### src/hw/rtl/dotm_pkg.sv
// ----------------------------------------------------------------------------
// dotm_pkg
// types and constants shared by the door open timeout monitor modules
// ----------------------------------------------------------------------------
package dotm_pkg;

    localparam int DOORS      = 7;
    localparam int TIME_W     = 32;
    localparam int NODE_W     = 8;
    localparam int MODE_W     = 3;
    localparam int IDX_W      = 3;
    localparam int VAL_W      = 8;
    localparam int DOOR_CNT_W = $clog2(DOORS + 1);

    // transaction modes
    localparam logic [MODE_W-1:0] MODE_SAMPLE     = 3'd0;
    localparam logic [MODE_W-1:0] MODE_CLEAR      = 3'd1;
    localparam logic [MODE_W-1:0] MODE_SET_TOL    = 3'd2;
    localparam logic [MODE_W-1:0] MODE_SET_COUNT  = 3'd3;
    localparam logic [MODE_W-1:0] MODE_SET_ACTIVE = 3'd4;

    typedef struct packed {
        logic [MODE_W-1:0] mode;
        logic [NODE_W-1:0] target_node;
        logic [IDX_W-1:0]  door_index;
        logic [VAL_W-1:0]  cmd_value;
        logic [DOORS-1:0]  door_sensors;
        logic [TIME_W-1:0] time_now;
    } in_item_t;

    typedef struct packed {
        logic [DOORS-1:0] new_alarms;
        logic [DOORS-1:0] alarmed_doors;
        logic             any_alarm;
        logic             red_lamp_on;
        logic [DOORS-1:0] green_lamps_on;
    } out_item_t;

    // what one door lane found during a sample pass (at most one is set)
    typedef struct packed {
        logic red_off;
        logic raise;
        logic red_on;
    } lane_ev_t;

    // combined outcome of all lanes in door order
    typedef struct packed {
        logic [DOORS-1:0] raised;
        logic             global_alarm;
        logic             red_lamp;
    } merge_res_t;

endpackage

### src/hw/rtl/dotm_lane.sv
// ----------------------------------------------------------------------------
// dotm_lane
// one door: elapsed open time against its threshold, registered event out
// ----------------------------------------------------------------------------
module dotm_lane #(
    parameter int THR_W = 28
) (
    input  logic                        aclk,
    input  logic                        aresetn,
    input  logic                        lane_en,
    input  logic                        lane_valid,
    input  logic                        open_flag,
    input  logic                        alarm_flag,
    input  logic                        sensor,
    input  logic [dotm_pkg::TIME_W-1:0] time_now,
    input  logic [dotm_pkg::TIME_W-1:0] open_start,
    input  logic [THR_W-1:0]            threshold,
    output dotm_pkg::lane_ev_t          ev
);

    localparam int CMP_W = (THR_W > dotm_pkg::TIME_W) ? THR_W : dotm_pkg::TIME_W;

    logic [dotm_pkg::TIME_W-1:0] elapsed;
    logic                        open_eff;
    logic                        exceed;
    dotm_pkg::lane_ev_t          ev_next;
    dotm_pkg::lane_ev_t          ev_reg;

    // elapsed time wraps with the time base
    assign elapsed  = time_now - open_start;
    assign open_eff = open_flag & sensor;
    assign exceed   = open_eff &&
                      (CMP_W'(elapsed) > CMP_W'(threshold));

    // closing comes first, then either a raise or a fresh open
    always_comb begin
        ev_next.red_off = lane_valid & ~sensor;
        ev_next.raise   = lane_valid & exceed & ~alarm_flag;
        ev_next.red_on  = lane_valid & ~exceed & ~alarm_flag & sensor & ~open_eff;
    end

    always_ff @(posedge aclk) begin
        if (!aresetn) begin
            ev_reg <= '0;
        end else if (lane_en) begin
            ev_reg <= ev_next;
        end
    end

    assign ev = ev_reg;

endmodule

### src/hw/rtl/dotm_merge.sv
// ----------------------------------------------------------------------------
// dotm_merge
// folds the lane events in door order into global alarm and red lamp
// ----------------------------------------------------------------------------
module dotm_merge (
    input  dotm_pkg::lane_ev_t [dotm_pkg::DOORS-1:0] ev,
    input  logic                                     global_alarm,
    input  logic                                     red_lamp,
    output dotm_pkg::merge_res_t                     res
);

    // lower doors act first; a raise blocks later lamp-off events
    always_comb begin
        logic g;
        logic r;
        g = global_alarm;
        r = red_lamp;
        res.raised = '0;
        for (int i = 0; i < dotm_pkg::DOORS; i++) begin
            if (ev[i].red_off && !g) begin
                r = 1'b0;
            end
            if (ev[i].raise) begin
                g = 1'b1;
                res.raised[i] = 1'b1;
            end
            if (ev[i].red_on) begin
                r = 1'b1;
            end
        end
        res.global_alarm = g;
        res.red_lamp     = r;
    end

endmodule

### src/hw/rtl/door_open_timeout_monitor.sv
// ----------------------------------------------------------------------------
// door_open_timeout_monitor
// steps: input register, lane compare, then merge and state update
// one transaction at a time: a new input is taken only once the last one is
//   through merge; a result not yet taken stalls the next merge step
// reset: synchronous active low, all door state, thresholds and node id clear
// ----------------------------------------------------------------------------
module door_open_timeout_monitor #(
    parameter int TICKS_PER_SECOND = 1000000
) (
    input  logic                        aclk,
    input  logic                        aresetn,
    input  logic                        s_valid,
    output logic                        s_ready,
    input  dotm_pkg::in_item_t          s_data,
    output logic                        m_valid,
    input  logic                        m_ready,
    output dotm_pkg::out_item_t         m_data,
    input  logic                        cfg_valid,
    output logic                        cfg_ready,
    input  logic [dotm_pkg::NODE_W-1:0] cfg_data
);

    localparam int DOORS = dotm_pkg::DOORS;
    localparam int CNT_W = dotm_pkg::DOOR_CNT_W;
    localparam int THR_W = dotm_pkg::VAL_W + $clog2(TICKS_PER_SECOND + 1);

    localparam logic [1:0] ST_IDLE  = 2'd0;
    localparam logic [1:0] ST_LANE  = 2'd1;
    localparam logic [1:0] ST_MERGE = 2'd2;

    logic [1:0]                  state_reg, state_next;
    dotm_pkg::in_item_t          in_reg;
    dotm_pkg::out_item_t         out_reg, out_next;
    logic                        m_valid_reg, m_valid_next;
    logic [dotm_pkg::NODE_W-1:0] own_node_reg;

    logic [DOORS-1:0]            active_reg, active_next;
    logic [DOORS-1:0]            open_reg, open_next;
    logic [DOORS-1:0]            alarm_reg, alarm_next;
    logic [DOORS-1:0]            green_reg, green_next;
    logic                        global_reg, global_next;
    logic                        red_reg, red_next;
    logic [CNT_W-1:0]            cnt_reg, cnt_next;
    logic [dotm_pkg::TIME_W-1:0] start_reg [DOORS];
    logic [dotm_pkg::TIME_W-1:0] start_next [DOORS];
    logic [THR_W-1:0]            thr_reg [DOORS];
    logic [THR_W-1:0]            thr_next [DOORS];

    logic [DOORS-1:0]                        use_mask;
    logic [DOORS-1:0]                        raised;
    logic [CNT_W-1:0]                        cnt_new;
    logic [THR_W-1:0]                        thr_product;
    logic                                    idx_ok;
    logic                                    cmd_hit;
    dotm_pkg::lane_ev_t [DOORS-1:0]          ev;
    dotm_pkg::merge_res_t                    mres;

    assign s_ready   = (state_reg == ST_IDLE);
    assign cfg_ready = 1'b1;
    assign m_valid   = m_valid_reg;
    assign m_data    = out_reg;

    // doors below the configured count
    always_comb begin
        for (int i = 0; i < DOORS; i++) begin
            use_mask[i] = (CNT_W'(i) < cnt_reg);
        end
    end

    // one lane per door
    for (genvar g = 0; g < DOORS; g++) begin : g_lane
        dotm_lane #(
            .THR_W (THR_W)
        ) u_lane (
            .aclk       (aclk),
            .aresetn    (aresetn),
            .lane_en    (state_reg == ST_LANE),
            .lane_valid (use_mask[g] & active_reg[g]),
            .open_flag  (open_reg[g]),
            .alarm_flag (alarm_reg[g]),
            .sensor     (in_reg.door_sensors[g]),
            .time_now   (in_reg.time_now),
            .open_start (start_reg[g]),
            .threshold  (thr_reg[g]),
            .ev         (ev[g])
        );
    end

    dotm_merge u_merge (
        .ev           (ev),
        .global_alarm (global_reg),
        .red_lamp     (red_reg),
        .res          (mres)
    );

    // command helpers
    assign idx_ok      = (32'(in_reg.door_index) < 32'(DOORS));
    assign cmd_hit     = (in_reg.target_node == own_node_reg);
    assign thr_product = THR_W'(in_reg.cmd_value) * THR_W'(TICKS_PER_SECOND);
    assign cnt_new     = (32'(in_reg.cmd_value) > 32'(DOORS)) ? CNT_W'(DOORS)
                                                              : in_reg.cmd_value[CNT_W-1:0];

    // sequencer and state update
    always_comb begin
        state_next   = state_reg;
        m_valid_next = m_valid_reg;
        out_next     = out_reg;
        active_next  = active_reg;
        open_next    = open_reg;
        alarm_next   = alarm_reg;
        green_next   = green_reg;
        global_next  = global_reg;
        red_next     = red_reg;
        cnt_next     = cnt_reg;
        start_next   = start_reg;
        thr_next     = thr_reg;
        raised       = '0;

        if (m_valid_reg && m_ready) begin
            m_valid_next = 1'b0;
        end

        case (state_reg)
            ST_IDLE: begin
                if (s_valid) begin
                    state_next = ST_LANE;
                end
            end
            ST_LANE: begin
                state_next = ST_MERGE;
            end
            ST_MERGE: begin
                if (!m_valid_reg || m_ready) begin
                    if (in_reg.mode == dotm_pkg::MODE_SAMPLE) begin
                        for (int i = 0; i < DOORS; i++) begin
                            if (ev[i].red_off) begin
                                open_next[i] = 1'b0;
                            end
                            if (ev[i].raise) begin
                                alarm_next[i] = 1'b1;
                            end
                            if (ev[i].red_on) begin
                                open_next[i]  = 1'b1;
                                start_next[i] = in_reg.time_now;
                            end
                        end
                        global_next = mres.global_alarm;
                        red_next    = mres.red_lamp;
                        raised      = mres.raised;
                    end else if (cmd_hit) begin
                        case (in_reg.mode)
                            dotm_pkg::MODE_CLEAR: begin
                                red_next    = 1'b0;
                                global_next = 1'b0;
                                alarm_next  = alarm_reg & ~use_mask;
                                open_next   = open_reg & ~use_mask;
                            end
                            dotm_pkg::MODE_SET_TOL: begin
                                if (idx_ok) begin
                                    thr_next[in_reg.door_index] = thr_product;
                                end
                            end
                            dotm_pkg::MODE_SET_COUNT: begin
                                cnt_next = cnt_new;
                                for (int i = 0; i < DOORS; i++) begin
                                    if (CNT_W'(i) < cnt_new) begin
                                        active_next[i] = 1'b1;
                                    end
                                end
                            end
                            dotm_pkg::MODE_SET_ACTIVE: begin
                                if (idx_ok) begin
                                    active_next[in_reg.door_index] = (in_reg.cmd_value != '0);
                                    green_next[in_reg.door_index]  = (in_reg.cmd_value == '0);
                                end
                            end
                            default: begin
                            end
                        endcase
                    end
                    out_next.new_alarms     = raised;
                    out_next.alarmed_doors  = alarm_next;
                    out_next.any_alarm      = global_next;
                    out_next.red_lamp_on    = red_next;
                    out_next.green_lamps_on = green_next;
                    m_valid_next            = 1'b1;
                    state_next              = ST_IDLE;
                end
            end
            default: begin
                state_next = ST_IDLE;
            end
        endcase
    end

    // control and door state
    always_ff @(posedge aclk) begin
        if (!aresetn) begin
            state_reg    <= ST_IDLE;
            m_valid_reg  <= 1'b0;
            own_node_reg <= '0;
            active_reg   <= '0;
            open_reg     <= '0;
            alarm_reg    <= '0;
            green_reg    <= '0;
            global_reg   <= 1'b0;
            red_reg      <= 1'b0;
            cnt_reg      <= '0;
            for (int i = 0; i < DOORS; i++) begin
                start_reg[i] <= '0;
                thr_reg[i]   <= '0;
            end
        end else begin
            state_reg   <= state_next;
            m_valid_reg <= m_valid_next;
            if (cfg_valid) begin
                own_node_reg <= cfg_data;
            end
            active_reg  <= active_next;
            open_reg    <= open_next;
            alarm_reg   <= alarm_next;
            green_reg   <= green_next;
            global_reg  <= global_next;
            red_reg     <= red_next;
            cnt_reg     <= cnt_next;
            start_reg   <= start_next;
            thr_reg     <= thr_next;
        end
    end

    // input transaction and result payload
    always_ff @(posedge aclk) begin
        if (s_valid && s_ready) begin
            in_reg <= s_data;
        end
        out_reg <= out_next;
    end

endmodule

### config.mk
export PLATFORM = sky130hd
export DESIGN_NAME = door_open_timeout_monitor
export DESIGN_NICKNAME = d
export VERILOG_FILES = /design/src/hw/rtl/dotm_pkg.sv /design/src/hw/rtl/dotm_lane.sv /design/src/hw/rtl/dotm_merge.sv /design/src/hw/rtl/door_open_timeout_monitor.sv
export SDC_FILE = /design/constraint.sdc
export NUM_CORES = 2
export LEC_CHECK = 0
export ABC_AREA = 1
export ABC_CLOCK_PERIOD_IN_PS = 6000
export BUFFER_PORTS_ARGS = -buffer_cell sky130_fd_sc_hd__buf_2
export CORE_MARGIN = 5
export CORE_UTILIZATION = 64
export CTS_CLUSTER_DIAMETER = 150
export CTS_CLUSTER_SIZE = 20
export DETAILED_ROUTE_END_ITERATION = 12
export PLACE_DENSITY = 0.81
export SLEW_MARGIN = 25
export SYNTH_ARGS = -nofsm -noshare
export SYNTH_HDL_FRONTEND = slang
export SYNTH_SLANG_ARGS = --single-unit
### constraint.sdc
create_clock -name aclk -period 6 [get_ports aclk]
set_input_delay 0.3 -clock aclk [delete_from_list [all_inputs] [get_ports aclk]]
set_output_delay 0.3 -clock aclk [all_outputs]
set_load 0.01 [all_outputs]
==> summary.txt <==
port bufs -> 98
Worst-Margin Slew -> 1170 ps
sequential area share after synthesis -> 0.304
All-Layer GR Usage -> 0.352
dominant cells by area after synthesis -> dfxtp_1 24%, ha_1 14%, nand2_1 10%, a21oi_1 9.1%, inv_1 8.0%
Pins Over Slew Limit -> 0
YS warnings -> 0
initial antenna violation count -> 5
clock root buffer -> clkbuf_16
Pre-antenna DRT Iters -> 8
synthesized cell area -> 37400 µm²
Routed WL -> 115000 µm
Die W -> 252 µm
gpl congestion -> 1.01
Worst Path Max Fanout -> 13
row cnt -> 88
DRC viols -> 0
syn avg cell area -> 7.01 µm²
dpl cells -> 6113
max reg flops -> 224
first-pass GRT wire length -> 179000 µm
power density cells -> 219 nW/µm²
Worst IR Drop VDD -> 0.265 mV
Syn Inst Count -> 5338
# nets final -> 5980
Max Freq -> 206 MHz
unrepaired setup endpoints after global routing -> no
EDFF count, synth -> 84
placed cell areas -> 38700 µm²
setup TNS -> 0 ps
status -> finished clean
Clock Tree Buf Depth -> 3
Detail Placement HPWL -> 85100 µm
P&R area growth vs syn -> 7.63%
Power, Total -> 8.83 mW
post-synth top area share -> 0.237
Register Area -> 11400 µm²
Post-Layout Cell Count -> 6236
endpoints failing hold -> 0
WL per Instance -> 18.5 µm
number of global-route vias before repair -> 33200
most frequent cell after synthesis -> nand2_1
Leak -> 17.5 nW
Worst EP required -> 6470 ps
Clock Sinks -> 527
Syn Nets -> 5867
CP arrival -> 5320 ps
Yosys reg bits -> 527
area taken by multi-input logic gates -> 22400 µm²
Hold WC Path Type -> primary input to flop
Commonest cells post-synth -> 1035 x nand2_1, 802 x inv_1, 684 x a21oi_1, 495 x nor2_1, 490 x o21ai_0
Async S/R FF share, synth -> 0
crit path time final -> 4850 ps
Die Ht -> 252 µm
top-level I/O count -> 100
H-tree levels -> 1
Clk Latency, worst-skew pair -> 630 ps
max_slew headroom -> 0.215
DR vias/cell -> 5.69
Core Area -> 57800 µm²
maxcap violations -> 0
CTS buffer count -> 30
die area -> 63400 µm²
fill count -> 5037
final instance area -> 40300 µm²
total grt overflow -> 0
clk slew on worst S/H paths -> 100 ps
CTS tree -> done
Setup crit end kind -> flop
DRT antenna net count -> 0
Final period util -> 0.808
ys flop type -> dfxtp_1
via count -> 35500
critical setup path kind -> flop to flop
Distinct cells, synth -> 49
Setup Skew -> 25.5 ps
layout cell share with drive strength beyond 1 -> 0.0435
leading area contributor after synthesis -> dfxtp_1
Final Setup Violations -> 0
Iter 0 DRT Violations -> 3033
pin count of the biggest net entering global routing -> 119
effective utilization at floorplan -> 0.647
Critical Path Source Type -> flop
## worst max-delay path, cell delays in order, from the launching register on
cell and delay (ps):
edfxtp_1 730, inv_1 620, fa_1 630, o21ai_0 450
nand2_1 90, nand2_1 110, nand2_1 60, nand2_1 150
a31oi_1 130, o21bai_1 170, xnor2_1 130, inv_1 60
ha_1 270, nand2_1 70, nor2_1 180, nand3_1 100
nor3_1 200, nand3_1 90, nand2_1 150, nand3_1 80
o21ai_0 160, a21oi_1 80
## logic make-up after synthesis
group	count (synthesis)	synth area share
and+or+nand+nor	1856	0.204
AOI/OAI and AO/OA	1338	0.187
buffers and inverters	954	0.0994
DFF	527	0.304
adders and majority gates	455	0.157
xor gates and xnor gates	207	0.0485
other	1	0.000100
## per-layer routing
metal  global-route usage  vias up  share of wire
li1                     -    17700              -
met1                0.458    16200           0.41
met2                0.580     1364           0.44
met3               0.0554      285          0.090
met4                0.160        2          0.057
met5                    0        -        0.00011
## final timing paths
check | from | cells past startpoint | end | slack [ps]
worst min register to register | start_reg[165] | 2 | start_reg[165] | 460
worst max-delay path | in_reg[1] | 21 | g_lane[5].u_lane.ev[1] | 1150
worst max register to register | in_reg[1] | 21 | g_lane[5].u_lane.ev[1] | 1150
worst min-delay path | cfg_valid | 3 | own_node_reg[6] | 40
## layout by cell type, fill, tap and decap left out, types with 22 or more instances in the layout
cell           count
o21bai_1          30
nand4_1           37
nand2_1         1034
edfxtp_1          84
nor2_1           495
a21oi_1          684
dlygate4sd3_1     71
o21ai_0          490
nand3_1          156
buf_2             97
a21o_1            30
xnor2_1          107
dfxtp_1          443
a31oi_1           22
clkbuf_16         31
buf_4             42
fa_1              24
nor3_1            46
inv_1            802
ha_1             431
xor2_1            91
o21ai_1           39
## stage by stage
stage                      util  hold WS, ps  setup slack (ps)
after floorplan               -          399               882
after global placement    0.668          443              1190
after detailed placement  0.669          449              1240
after CTS                 0.696         8.76              1220
after global routing      0.697         50.7               757
final                     0.697         40.5              1150
## repair_timing
| action | in CTS | in global routing |
|---|---|---|
| hold buffers | 71 | 0 |
| resized for setup | 0 | 0 |
| setup buffers | 0 | 0 |
| endpoints found under the hold margin | 71 | 0 |
## final cells by class
cell class                 instances  share of cell area
tap                              765              0.0238
sequential                       527               0.283
timing repair buffer             212              0.0383
clock inverter                     1            0.000404
inverter                         823              0.0767
multi-input combinational       3857               0.557
antenna                            3            0.000186
clock buffer                      48              0.0208
## report_power, final
part           switching (mW)  internal, mW
clock                    1.24         0.963
combinational            1.99         0.922
sequential             0.0823          3.63
total                    3.31          5.52
Note: power is estimated with default switching activity, not from simulation.
